==> config.mk <==
export PLATFORM = sky130hd
export DESIGN_NAME = line_segment_outcode_clipper
export DESIGN_NICKNAME = d
export VERILOG_FILES = /design/src/design/lsc_pkg.sv /design/src/design/lsc_front.sv /design/src/design/lsc_back.sv /design/src/design/line_segment_outcode_clipper.sv
export VERILOG_INCLUDE_DIRS = /design/src /design/src/design
export SDC_FILE = /design/constraint.sdc
export NUM_CORES = 2
export LEC_CHECK = 0
export ABC_AREA = 1
export BUFFER_PORTS_ARGS = -buffer_cell sky130_fd_sc_hd__buf_2
export CAP_MARGIN = 20
export CELL_PAD_IN_SITES_DETAIL_PLACEMENT = 1
export CELL_PAD_IN_SITES_GLOBAL_PLACEMENT = 2
export CORE_ASPECT_RATIO = 1.4
export CORE_MARGIN = 4
export CORE_UTILIZATION = 39
export CTS_BUF_LIST = sky130_fd_sc_hd__clkbuf_2
export DETAILED_ROUTE_END_ITERATION = 8
export HOLD_SLACK_MARGIN = 0.03
export PLACE_DENSITY_LB_ADDON = 0.1
export REMOVE_ABC_BUFFERS = 1
export SYNTH_ARGS = -nofsm -noshare
export SYNTH_HDL_FRONTEND = slang
export SYNTH_HIERARCHICAL = 1
export SYNTH_SLANG_ARGS = --single-unit
==> constraint.sdc <==
create_clock -name clk_i -period 12 [get_ports clk_i]
set_input_delay 0.6 -clock clk_i [delete_from_list [all_inputs] [get_ports clk_i]]
set_output_delay 0.6 -clock clk_i [all_outputs]
set_load 0.02 [all_outputs]
==> src/design/line_segment_outcode_clipper_assert.svh <==
// assertion macros for the line segment clipper
// no dependencies; included by modules that check their own logic
`ifndef LINE_SEGMENT_OUTCODE_CLIPPER_ASSERT_SVH
`define LINE_SEGMENT_OUTCODE_CLIPPER_ASSERT_SVH
`define LSC_ASSERT(lbl, prop) \
  lbl: assert property (@(posedge clk_i) disable iff (!rst_ni) prop) \
    else $error("assertion failed");
`endif

==> src/design/lsc_pkg.sv <==
// shared types and constants for the line segment clipper
// no dependencies
package lsc_pkg;
  localparam int FracBits = 8;
  localparam int InW = 24;
  localparam int CoordW = 15;
  localparam int MaxPasses = 16;
  localparam int PassW = 5;
  localparam int DiffW = InW + 1;
  localparam int ProdW = 2 * DiffW;
  localparam int DivSteps = ProdW;

  localparam logic [1:0] RegMinX = 2'd0;
  localparam logic [1:0] RegMaxX = 2'd1;
  localparam logic [1:0] RegMinY = 2'd2;
  localparam logic [1:0] RegMaxY = 2'd3;

  localparam logic [3:0] CodeTop = 4'd8;
  localparam logic [3:0] CodeBottom = 4'd4;
  localparam logic [3:0] CodeRight = 4'd2;
  localparam logic [3:0] CodeLeft = 4'd1;

  typedef struct packed {
    logic signed [InW-1:0] start_x_in;
    logic signed [InW-1:0] start_y_in;
    logic signed [InW-1:0] end_x_in;
    logic signed [InW-1:0] end_y_in;
  } in_item_t;

  typedef struct packed {
    logic              visible;
    logic [CoordW-1:0] start_x_out;
    logic [CoordW-1:0] start_y_out;
    logic [CoordW-1:0] end_x_out;
    logic [CoordW-1:0] end_y_out;
  } out_item_t;

  typedef struct packed {
    logic [CoordW-1:0] min_x;
    logic [CoordW-1:0] max_x;
    logic [CoordW-1:0] min_y;
    logic [CoordW-1:0] max_y;
  } window_t;

  // queued work item: segment plus the outcodes found at entry
  typedef struct packed {
    in_item_t  seg;
    logic [3:0] c1;
    logic [3:0] c2;
  } job_t;

  function automatic logic [3:0] outcode(input logic signed [InW-1:0] x,
                                         input logic signed [InW-1:0] y,
                                         input window_t w);
    logic signed [InW:0] xmin, xmax, ymin, ymax;
    logic [3:0] c;
    xmin = $signed({2'b00, w.min_x, {FracBits{1'b0}}});
    xmax = $signed({2'b00, w.max_x, {FracBits{1'b0}}});
    ymin = $signed({2'b00, w.min_y, {FracBits{1'b0}}});
    ymax = $signed({2'b00, w.max_y, {FracBits{1'b0}}});
    c = '0;
    if ($signed({y[InW-1], y}) > ymax) c = c | CodeTop;
    if ($signed({y[InW-1], y}) < ymin) c = c | CodeBottom;
    if ($signed({x[InW-1], x}) > xmax) c = c | CodeRight;
    if ($signed({x[InW-1], x}) < xmin) c = c | CodeLeft;
    return c;
  endfunction
endpackage

==> src/design/lsc_front.sv <==
// front end: accepts segments, classifies them and queues them
// depends on lsc_pkg
module lsc_front import lsc_pkg::*; (
  input  logic     clk_i,
  input  logic     rst_ni,
  input  window_t  win_i,
  input  logic     in_valid_i,
  output logic     in_ready_o,
  input  in_item_t in_data_i,
  output logic     job_valid_o,
  input  logic     job_ready_i,
  output job_t     job_o
);
  job_t       mem_q [2];
  logic       wp_q, rp_q;
  logic [1:0] cnt_q;
  logic       push, pop;

  assign in_ready_o  = (cnt_q != 2'd2);
  assign job_valid_o = (cnt_q != 2'd0);
  assign job_o       = mem_q[rp_q];
  assign push        = in_valid_i && in_ready_o;
  assign pop         = job_valid_o && job_ready_i;

  always_ff @(posedge clk_i) begin
    if (push) begin
      mem_q[wp_q].seg <= in_data_i;
      mem_q[wp_q].c1  <= outcode(in_data_i.start_x_in, in_data_i.start_y_in, win_i);
      mem_q[wp_q].c2  <= outcode(in_data_i.end_x_in, in_data_i.end_y_in, win_i);
    end
  end

  always_ff @(posedge clk_i or negedge rst_ni) begin
    if (!rst_ni) begin
      wp_q <= 1'b0;
      rp_q <= 1'b0;
      cnt_q <= 2'd0;
    end else begin
      if (push) wp_q <= ~wp_q;
      if (pop) rp_q <= ~rp_q;
      cnt_q <= cnt_q + {1'b0, push} - {1'b0, pop};
    end
  end
endmodule

==> src/design/lsc_back.sv <==
// back end: clip loop with a serial divider and an output register
// depends on lsc_pkg and the assertion macro header
`include "line_segment_outcode_clipper_assert.svh"
module lsc_back import lsc_pkg::*; (
  input  logic      clk_i,
  input  logic      rst_ni,
  input  window_t   win_i,
  input  logic      job_valid_i,
  output logic      job_ready_o,
  input  job_t      job_i,
  output logic      out_valid_o,
  input  logic      out_ready_i,
  output out_item_t out_data_o
);
  typedef enum logic [2:0] {S_IDLE, S_TEST, S_MUL, S_DIV, S_FIX} state_e;

  state_e state_q;
  logic signed [InW-1:0] x1_q, y1_q, x2_q, y2_q;
  logic [3:0] c1_q, c2_q;
  logic [PassW-1:0] pass_q;
  logic [ProdW-1:0] rem_q, quo_q, den_q;
  logic [$clog2(DivSteps+1)-1:0] step_q;
  logic neg_q, vert_q;
  logic signed [InW:0] edge_q;
  logic signed [InW-1:0] base_q;
  logic out_valid_q;
  out_item_t out_q;

  logic signed [InW:0] emin_x, emax_x, emin_y, emax_y;
  logic signed [DiffW-1:0] dx, dy, num_a, den_b;
  logic signed [DiffW:0] ediff;
  logic signed [ProdW-1:0] prod;
  logic [ProdW-1:0] rem_sh, mag_num, mag_den;
  logic signed [ProdW-1:0] qsig, moved;

  assign emin_x = $signed({2'b00, win_i.min_x, {FracBits{1'b0}}});
  assign emax_x = $signed({2'b00, win_i.max_x, {FracBits{1'b0}}});
  assign emin_y = $signed({2'b00, win_i.min_y, {FracBits{1'b0}}});
  assign emax_y = $signed({2'b00, win_i.max_y, {FracBits{1'b0}}});

  assign dx = $signed({x2_q[InW-1], x2_q}) - $signed({x1_q[InW-1], x1_q});
  assign dy = $signed({y2_q[InW-1], y2_q}) - $signed({y1_q[InW-1], y1_q});
  // vertical edges move y along dy/dx, horizontal edges move x along dx/dy
  assign num_a = vert_q ? dy : dx;
  assign den_b = vert_q ? dx : dy;
  assign ediff = $signed({edge_q[InW], edge_q}) -
                 (vert_q ? $signed({{2{x1_q[InW-1]}}, x1_q})
                         : $signed({{2{y1_q[InW-1]}}, y1_q}));
  assign prod = num_a * $signed(ediff[DiffW-1:0]);
  assign mag_num = prod[ProdW-1] ? ProdW'(-prod) : prod;
  assign mag_den = den_b[DiffW-1] ? ProdW'(-{{DiffW{den_b[DiffW-1]}}, den_b})
                                  : ProdW'({{DiffW{1'b0}}, den_b});
  assign rem_sh = {rem_q[ProdW-2:0], quo_q[ProdW-1]};
  assign qsig = neg_q ? -$signed(quo_q) : $signed(quo_q);
  assign moved = qsig + ProdW'(base_q);

  assign job_ready_o = (state_q == S_IDLE) && !out_valid_q;
  assign out_valid_o = out_valid_q;
  assign out_data_o  = out_q;

  always_ff @(posedge clk_i or negedge rst_ni) begin
    if (!rst_ni) begin
      state_q <= S_IDLE;
      out_valid_q <= 1'b0;
      pass_q <= '0;
      step_q <= '0;
    end else begin
      if (out_valid_q && out_ready_i) out_valid_q <= 1'b0;
      case (state_q)
        S_IDLE: begin
          if (job_valid_i && job_ready_o) begin
            x1_q <= job_i.seg.start_x_in;
            y1_q <= job_i.seg.start_y_in;
            x2_q <= job_i.seg.end_x_in;
            y2_q <= job_i.seg.end_y_in;
            c1_q <= job_i.c1;
            c2_q <= job_i.c2;
            pass_q <= '0;
            state_q <= S_TEST;
          end
        end
        S_TEST: begin
          if ((c1_q | c2_q) == 4'd0 && pass_q != PassW'(MaxPasses)) begin
            out_q.visible <= 1'b1;
            out_q.start_x_out <= x1_q[FracBits +: CoordW];
            out_q.start_y_out <= y1_q[FracBits +: CoordW];
            out_q.end_x_out <= x2_q[FracBits +: CoordW];
            out_q.end_y_out <= y2_q[FracBits +: CoordW];
            out_valid_q <= 1'b1;
            state_q <= S_IDLE;
          end else if ((c1_q & c2_q) != 4'd0 || pass_q == PassW'(MaxPasses)) begin
            out_q <= '0;
            out_valid_q <= 1'b1;
            state_q <= S_IDLE;
          end else begin
            logic [3:0] c;
            c = c1_q;
            if (c1_q == 4'd0) begin
              x1_q <= x2_q; y1_q <= y2_q; x2_q <= x1_q; y2_q <= y1_q;
              c1_q <= c2_q; c2_q <= c1_q;
              c = c2_q;
            end
            if ((c & CodeTop) != 0) begin
              vert_q <= 1'b0; edge_q <= emax_y;
            end else if ((c & CodeBottom) != 0) begin
              vert_q <= 1'b0; edge_q <= emin_y;
            end else if ((c & CodeRight) != 0) begin
              vert_q <= 1'b1; edge_q <= emax_x;
            end else begin
              vert_q <= 1'b1; edge_q <= emin_x;
            end
            pass_q <= pass_q + 1'b1;
            state_q <= S_MUL;
          end
        end
        S_MUL: begin
          quo_q <= mag_num;
          rem_q <= '0;
          den_q <= mag_den;
          neg_q <= prod[ProdW-1] ^ den_b[DiffW-1];
          base_q <= vert_q ? y1_q : x1_q;
          step_q <= '0;
          state_q <= S_DIV;
        end
        S_DIV: begin
          if (rem_sh >= den_q) begin
            rem_q <= rem_sh - den_q;
            quo_q <= {quo_q[ProdW-2:0], 1'b1};
          end else begin
            rem_q <= rem_sh;
            quo_q <= {quo_q[ProdW-2:0], 1'b0};
          end
          step_q <= step_q + 1'b1;
          if (step_q == ($bits(step_q))'(DivSteps - 1)) state_q <= S_FIX;
        end
        S_FIX: begin
          if (vert_q) begin
            y1_q <= moved[InW-1:0];
            x1_q <= edge_q[InW-1:0];
            c1_q <= outcode(edge_q[InW-1:0], moved[InW-1:0], win_i);
          end else begin
            x1_q <= moved[InW-1:0];
            y1_q <= edge_q[InW-1:0];
            c1_q <= outcode(moved[InW-1:0], edge_q[InW-1:0], win_i);
          end
          state_q <= S_TEST;
        end
        default: state_q <= S_IDLE;
      endcase
    end
  end

  `LSC_ASSERT(a_take_idle, job_valid_i && job_ready_o |=> state_q == S_TEST)
  `LSC_ASSERT(a_pass_cap, pass_q <= PassW'(MaxPasses))
  `LSC_ASSERT(a_div_nz, state_q == S_DIV |-> den_q != '0)
  `LSC_ASSERT(a_rej_zero, out_valid_o && !out_data_o.visible |-> out_data_o.start_x_out == '0)
endmodule

==> src/design/line_segment_outcode_clipper.sv <==
// Cohen-Sutherland line clipper: a segment that is trivially accepted or rejected
// needs only the outcode test; each clip pass adds a multiply, a 50-step
// restoring divider and a fix-up, at most 4 passes in practice (cap 16); the
// serial divider sets the rate. A two-entry queue decouples input from clipping.
// depends on lsc_pkg, lsc_front and lsc_back
module line_segment_outcode_clipper import lsc_pkg::*; (
  input  logic        clk_i,
  input  logic        rst_ni,
  input  logic        psel,
  input  logic        penable,
  input  logic        pwrite,
  input  logic [3:0]  paddr,
  input  logic [31:0] pwdata,
  output logic [31:0] prdata,
  output logic        pready,
  input  logic        in_valid_i,
  output logic        in_ready_o,
  input  in_item_t    in_data_i,
  output logic        out_valid_o,
  input  logic        out_ready_i,
  output out_item_t   out_data_o
);
  window_t win_q;
  logic    job_valid, job_ready;
  job_t    job;

  assign pready = 1'b1;

  always_ff @(posedge clk_i or negedge rst_ni) begin
    if (!rst_ni) begin
      win_q.min_x <= '0;
      win_q.max_x <= '1;
      win_q.min_y <= '0;
      win_q.max_y <= '1;
    end else if (psel && penable && pwrite) begin
      case (paddr[3:2])
        RegMinX: win_q.min_x <= pwdata[CoordW-1:0];
        RegMaxX: win_q.max_x <= pwdata[CoordW-1:0];
        RegMinY: win_q.min_y <= pwdata[CoordW-1:0];
        RegMaxY: win_q.max_y <= pwdata[CoordW-1:0];
        default: ;
      endcase
    end
  end

  always_comb begin
    case (paddr[3:2])
      RegMinX: prdata = {17'd0, win_q.min_x};
      RegMaxX: prdata = {17'd0, win_q.max_x};
      RegMinY: prdata = {17'd0, win_q.min_y};
      RegMaxY: prdata = {17'd0, win_q.max_y};
      default: prdata = '0;
    endcase
  end

  lsc_front u_front (
    .clk_i, .rst_ni, .win_i(win_q),
    .in_valid_i, .in_ready_o, .in_data_i,
    .job_valid_o(job_valid), .job_ready_i(job_ready), .job_o(job)
  );

  lsc_back u_back (
    .clk_i, .rst_ni, .win_i(win_q),
    .job_valid_i(job_valid), .job_ready_o(job_ready), .job_i(job),
    .out_valid_o, .out_ready_i, .out_data_o
  );
endmodule

==> metrics.txt <==
number of global-route vias before repair=64.9k; vias per cell=5.25; CTS tree=yes; H-tree Lvls=4; Routed WL=282 mm; per-cell routed wire length=around 25 µm; Cell Area, Synth=67400 µm²; Clock Pin Slew Worst Setup and Hold Paths=about 0.12 ns; clock skew=around 0.16 ns; nets@finish=approximately 10k; Post-synth EDFFs=roughly 560; number of buffers added on ports=a little under 200; Max Fanout on Critical Path=67; clock buffer depth=3; Core Area=about 170000 µm²; Clock Latency Late Sink=roughly 1.6 ns; num rows=between 150 and 200; I/O pin count=between 200 and 250; Setup crit start kind=flop; Slew @ Worst Pin=around 1.3 ns; Final Wtd Congestion=a little under 1; Final Hold Viols=0; starting density of the core=39.2%; Final ANT Viol Nets=0; most common library cell in the layout ignoring fill and taps=nand2_1; die height=approximately 500 µm; Worst Hold Depth=8; RSZ-0062 raised after global routing=no; end of the worst hold path=u_front/mem_q[0][3]; detailed-route wire length on metal 1=roughly 100 mm; Cells after Synth=8312; Synth Flop Type=edfxtp_1; Yosys reg bits=roughly 640; Worst R2R Setup Slack=0.84 ns; Critical Path Sink Type=flop; final non-filler cell area=75700 µm²; Reg2Reg Depth=39; dpl cell area=71500 µm²; fmax=0.0896 GHz; clock buffers created by TritonCTS=168; Die ar.=roughly 180000 µm²; dpl hpwl=227 mm; first-pass GRT wire length=~410 mm; Initial DRC Count=between 3k and 4k; GRT overflow=0; largest net degree at the start of global routing=110; Slew Limit Fails=0; CTS resizes=0; critical path arrival=around 12 ns; Max-slew headroom=~9.9%; Final period util=93.0%; worst r2r src=u_back/vert_q; routed wl met3=9.90 mm; slowest stage cell, crit path=fa_1; Critical Path Max Stage Delay=~0.65 ns; clk sinks=approximately 640; number of synthesis warnings=6; worst hold path class=in2reg; most used cell, CP=fa_1; Max-Cap Viols=0; post-layout min period=~11 ns; clk root buf=clkbuf_2; Syn-to-layout area delta=12.4%; Setup Crit Path Kind=reg2reg; WL met2=144 mm; min-delay src=in_data_i[5]; Fillers=between 20k and 25k; Synth cell types=75; Syn Area/Cell=8.11 µm²; via count=just under 60k; DRT Pass-1 Iters=5; run status=completed; top layer in use=met5; Synth async-reset ratio=12.3%; Tot GR Track Use=31.2%; commonest non-fill, non-tap cells in the layout=nand2_1 (2282), inv_1 (1463), nor2_1 (729), fa_1 (662), edfxtp_1 (562); antenna violations before repair=8; DR DRC count=0; setup violators final=0; worst reg2reg endpoint=u_back/quo_q[20]; Req. time, crit path=approximately 13 ns; sequential area share after synthesis=28.0%; post-CTS setup buffer count=0; fraction of layout cells with a size suffix above 1=a little under a tenth; die width=approximately 360 µm
-- stage by stage --
step / worst slack [ns] / cells / hold slack (ns) / utilization [%] / TNS (ns)
2_1_floorplan: -1.02 / 8108 / 0.304 / - / -31.19
3_3_place_gp: 0.926 / 10700 / 0.460 / 41.6 / 0
3_5_place_dp: 0.930 / 10700 / 0.476 / 41.6 / 0
4_1_cts: 0.840 / 11300 / 0.0476 / 44.0 / 0
5_1_grt: 0.155 / 11300 / 0.148 / 44.1 / 0
6_report: 0.839 / 11300 / 0.290 / 44.1 / 0
-- synthesized netlist by cell type (all sizes together), types with 103 or more instances --
| master | instances | share of area [%] |
|---|---|---|
| nand2 | 2309 | 13 |
| inv | 1488 | 8.3 |
| nor2 | 771 | 4.5 |
| fa | 662 | 20 |
| edfxtp | 562 | 25 |
| ha | 519 | 9.6 |
| a21oi | 396 | 3.0 |
| o21ai | 379 | 2.9 |
| nand3 | 280 | 2.1 |
| clkbuf | 140 | 0.78 |
| xor2 | 122 | 1.6 |
| buf | 103 | 1.0 |
-- worst max path at each step --
stage	end	startpoint	slack, ns
after global placement	u_back/quo_q[44]	u_back/vert_q	0.93
final	u_back/quo_q[20]	u_back/vert_q	0.84
after CTS	u_back/quo_q[20]	u_back/vert_q	0.84
after global routing	u_back/quo_q[47]	u_back/vert_q	0.15
after detailed placement	u_back/quo_q[47]	u_back/vert_q	0.93
after floorplan	u_back/quo_q[38]	u_back/vert_q	-1.02
-- worst max-delay path, delay by kind of cell (launching register included) --
family	cells	cell delay, ns
fa+ha+maj	9	4.70
compound gates	11	2.21
simple gates	11	1.95
buf+inv	7	1.15
flops	1	0.47
xor+xnor	1	0.17
-- final cells by class --
type	count	area (µm²)	share of cell area, %
Antenna cell	12	30.0	0.0396
Clock buffer	233	1170	1.54
Clock inverter	64	409	0.540
Inverter	1506	5670	7.49
Multi-Input combinational cell	5961	41900	55.3
Sequential cell	641	18900	24.9
Tap cell	2275	2850	3.76
Timing Repair Buffer	617	4820	6.37
-- flip-flops by register name (all words and copies together) (netlist names), 2 cells and up --
signal             count
u_front/mem_q        208
u_back/out_data_o     61
win_q                 60
u_back/quo_q          50
u_back/den_q          49
u_back/rem_q          49
u_back/base_q         24
u_back/x1_q           24
u_back/x2_q           24
u_back/y1_q           24
u_back/y2_q           24
u_back/edge_q         15
u_back/step_q          6
u_back/pass_q          5
u_back/c1_q            4
u_back/c2_q            4
u_back/state_q         3
u_front/cnt_q          2
-- routing by layer --
layer / vias up / GRT usage (%)
met5: - / 0
met4: 2 / 22.5
met3: 631 / 3.43
met2: 1527 / 56.8
met1: 29800 / 33.5
li1: 27400 / -
-- cells by family after synthesis --
kind of cell	Yosys count	share of synthesized area, %
compound gates	953	7.95
xor+xnor	198	2.63
flops	641	28.0
other cells	3	0.0167
fa+ha+maj	1181	29.3
buf+inv	1749	10.2
simple gates	3587	21.8
-- repair_timing --
item	CTS	global route
endpoints found under the hold margin	492	0
hold buffers	255	0
setup endpoints to repair	0	0
Power is left out: the tool's default activity adds up to more than one toggle a clock period on the data nets, which glitch-free logic cannot reach.
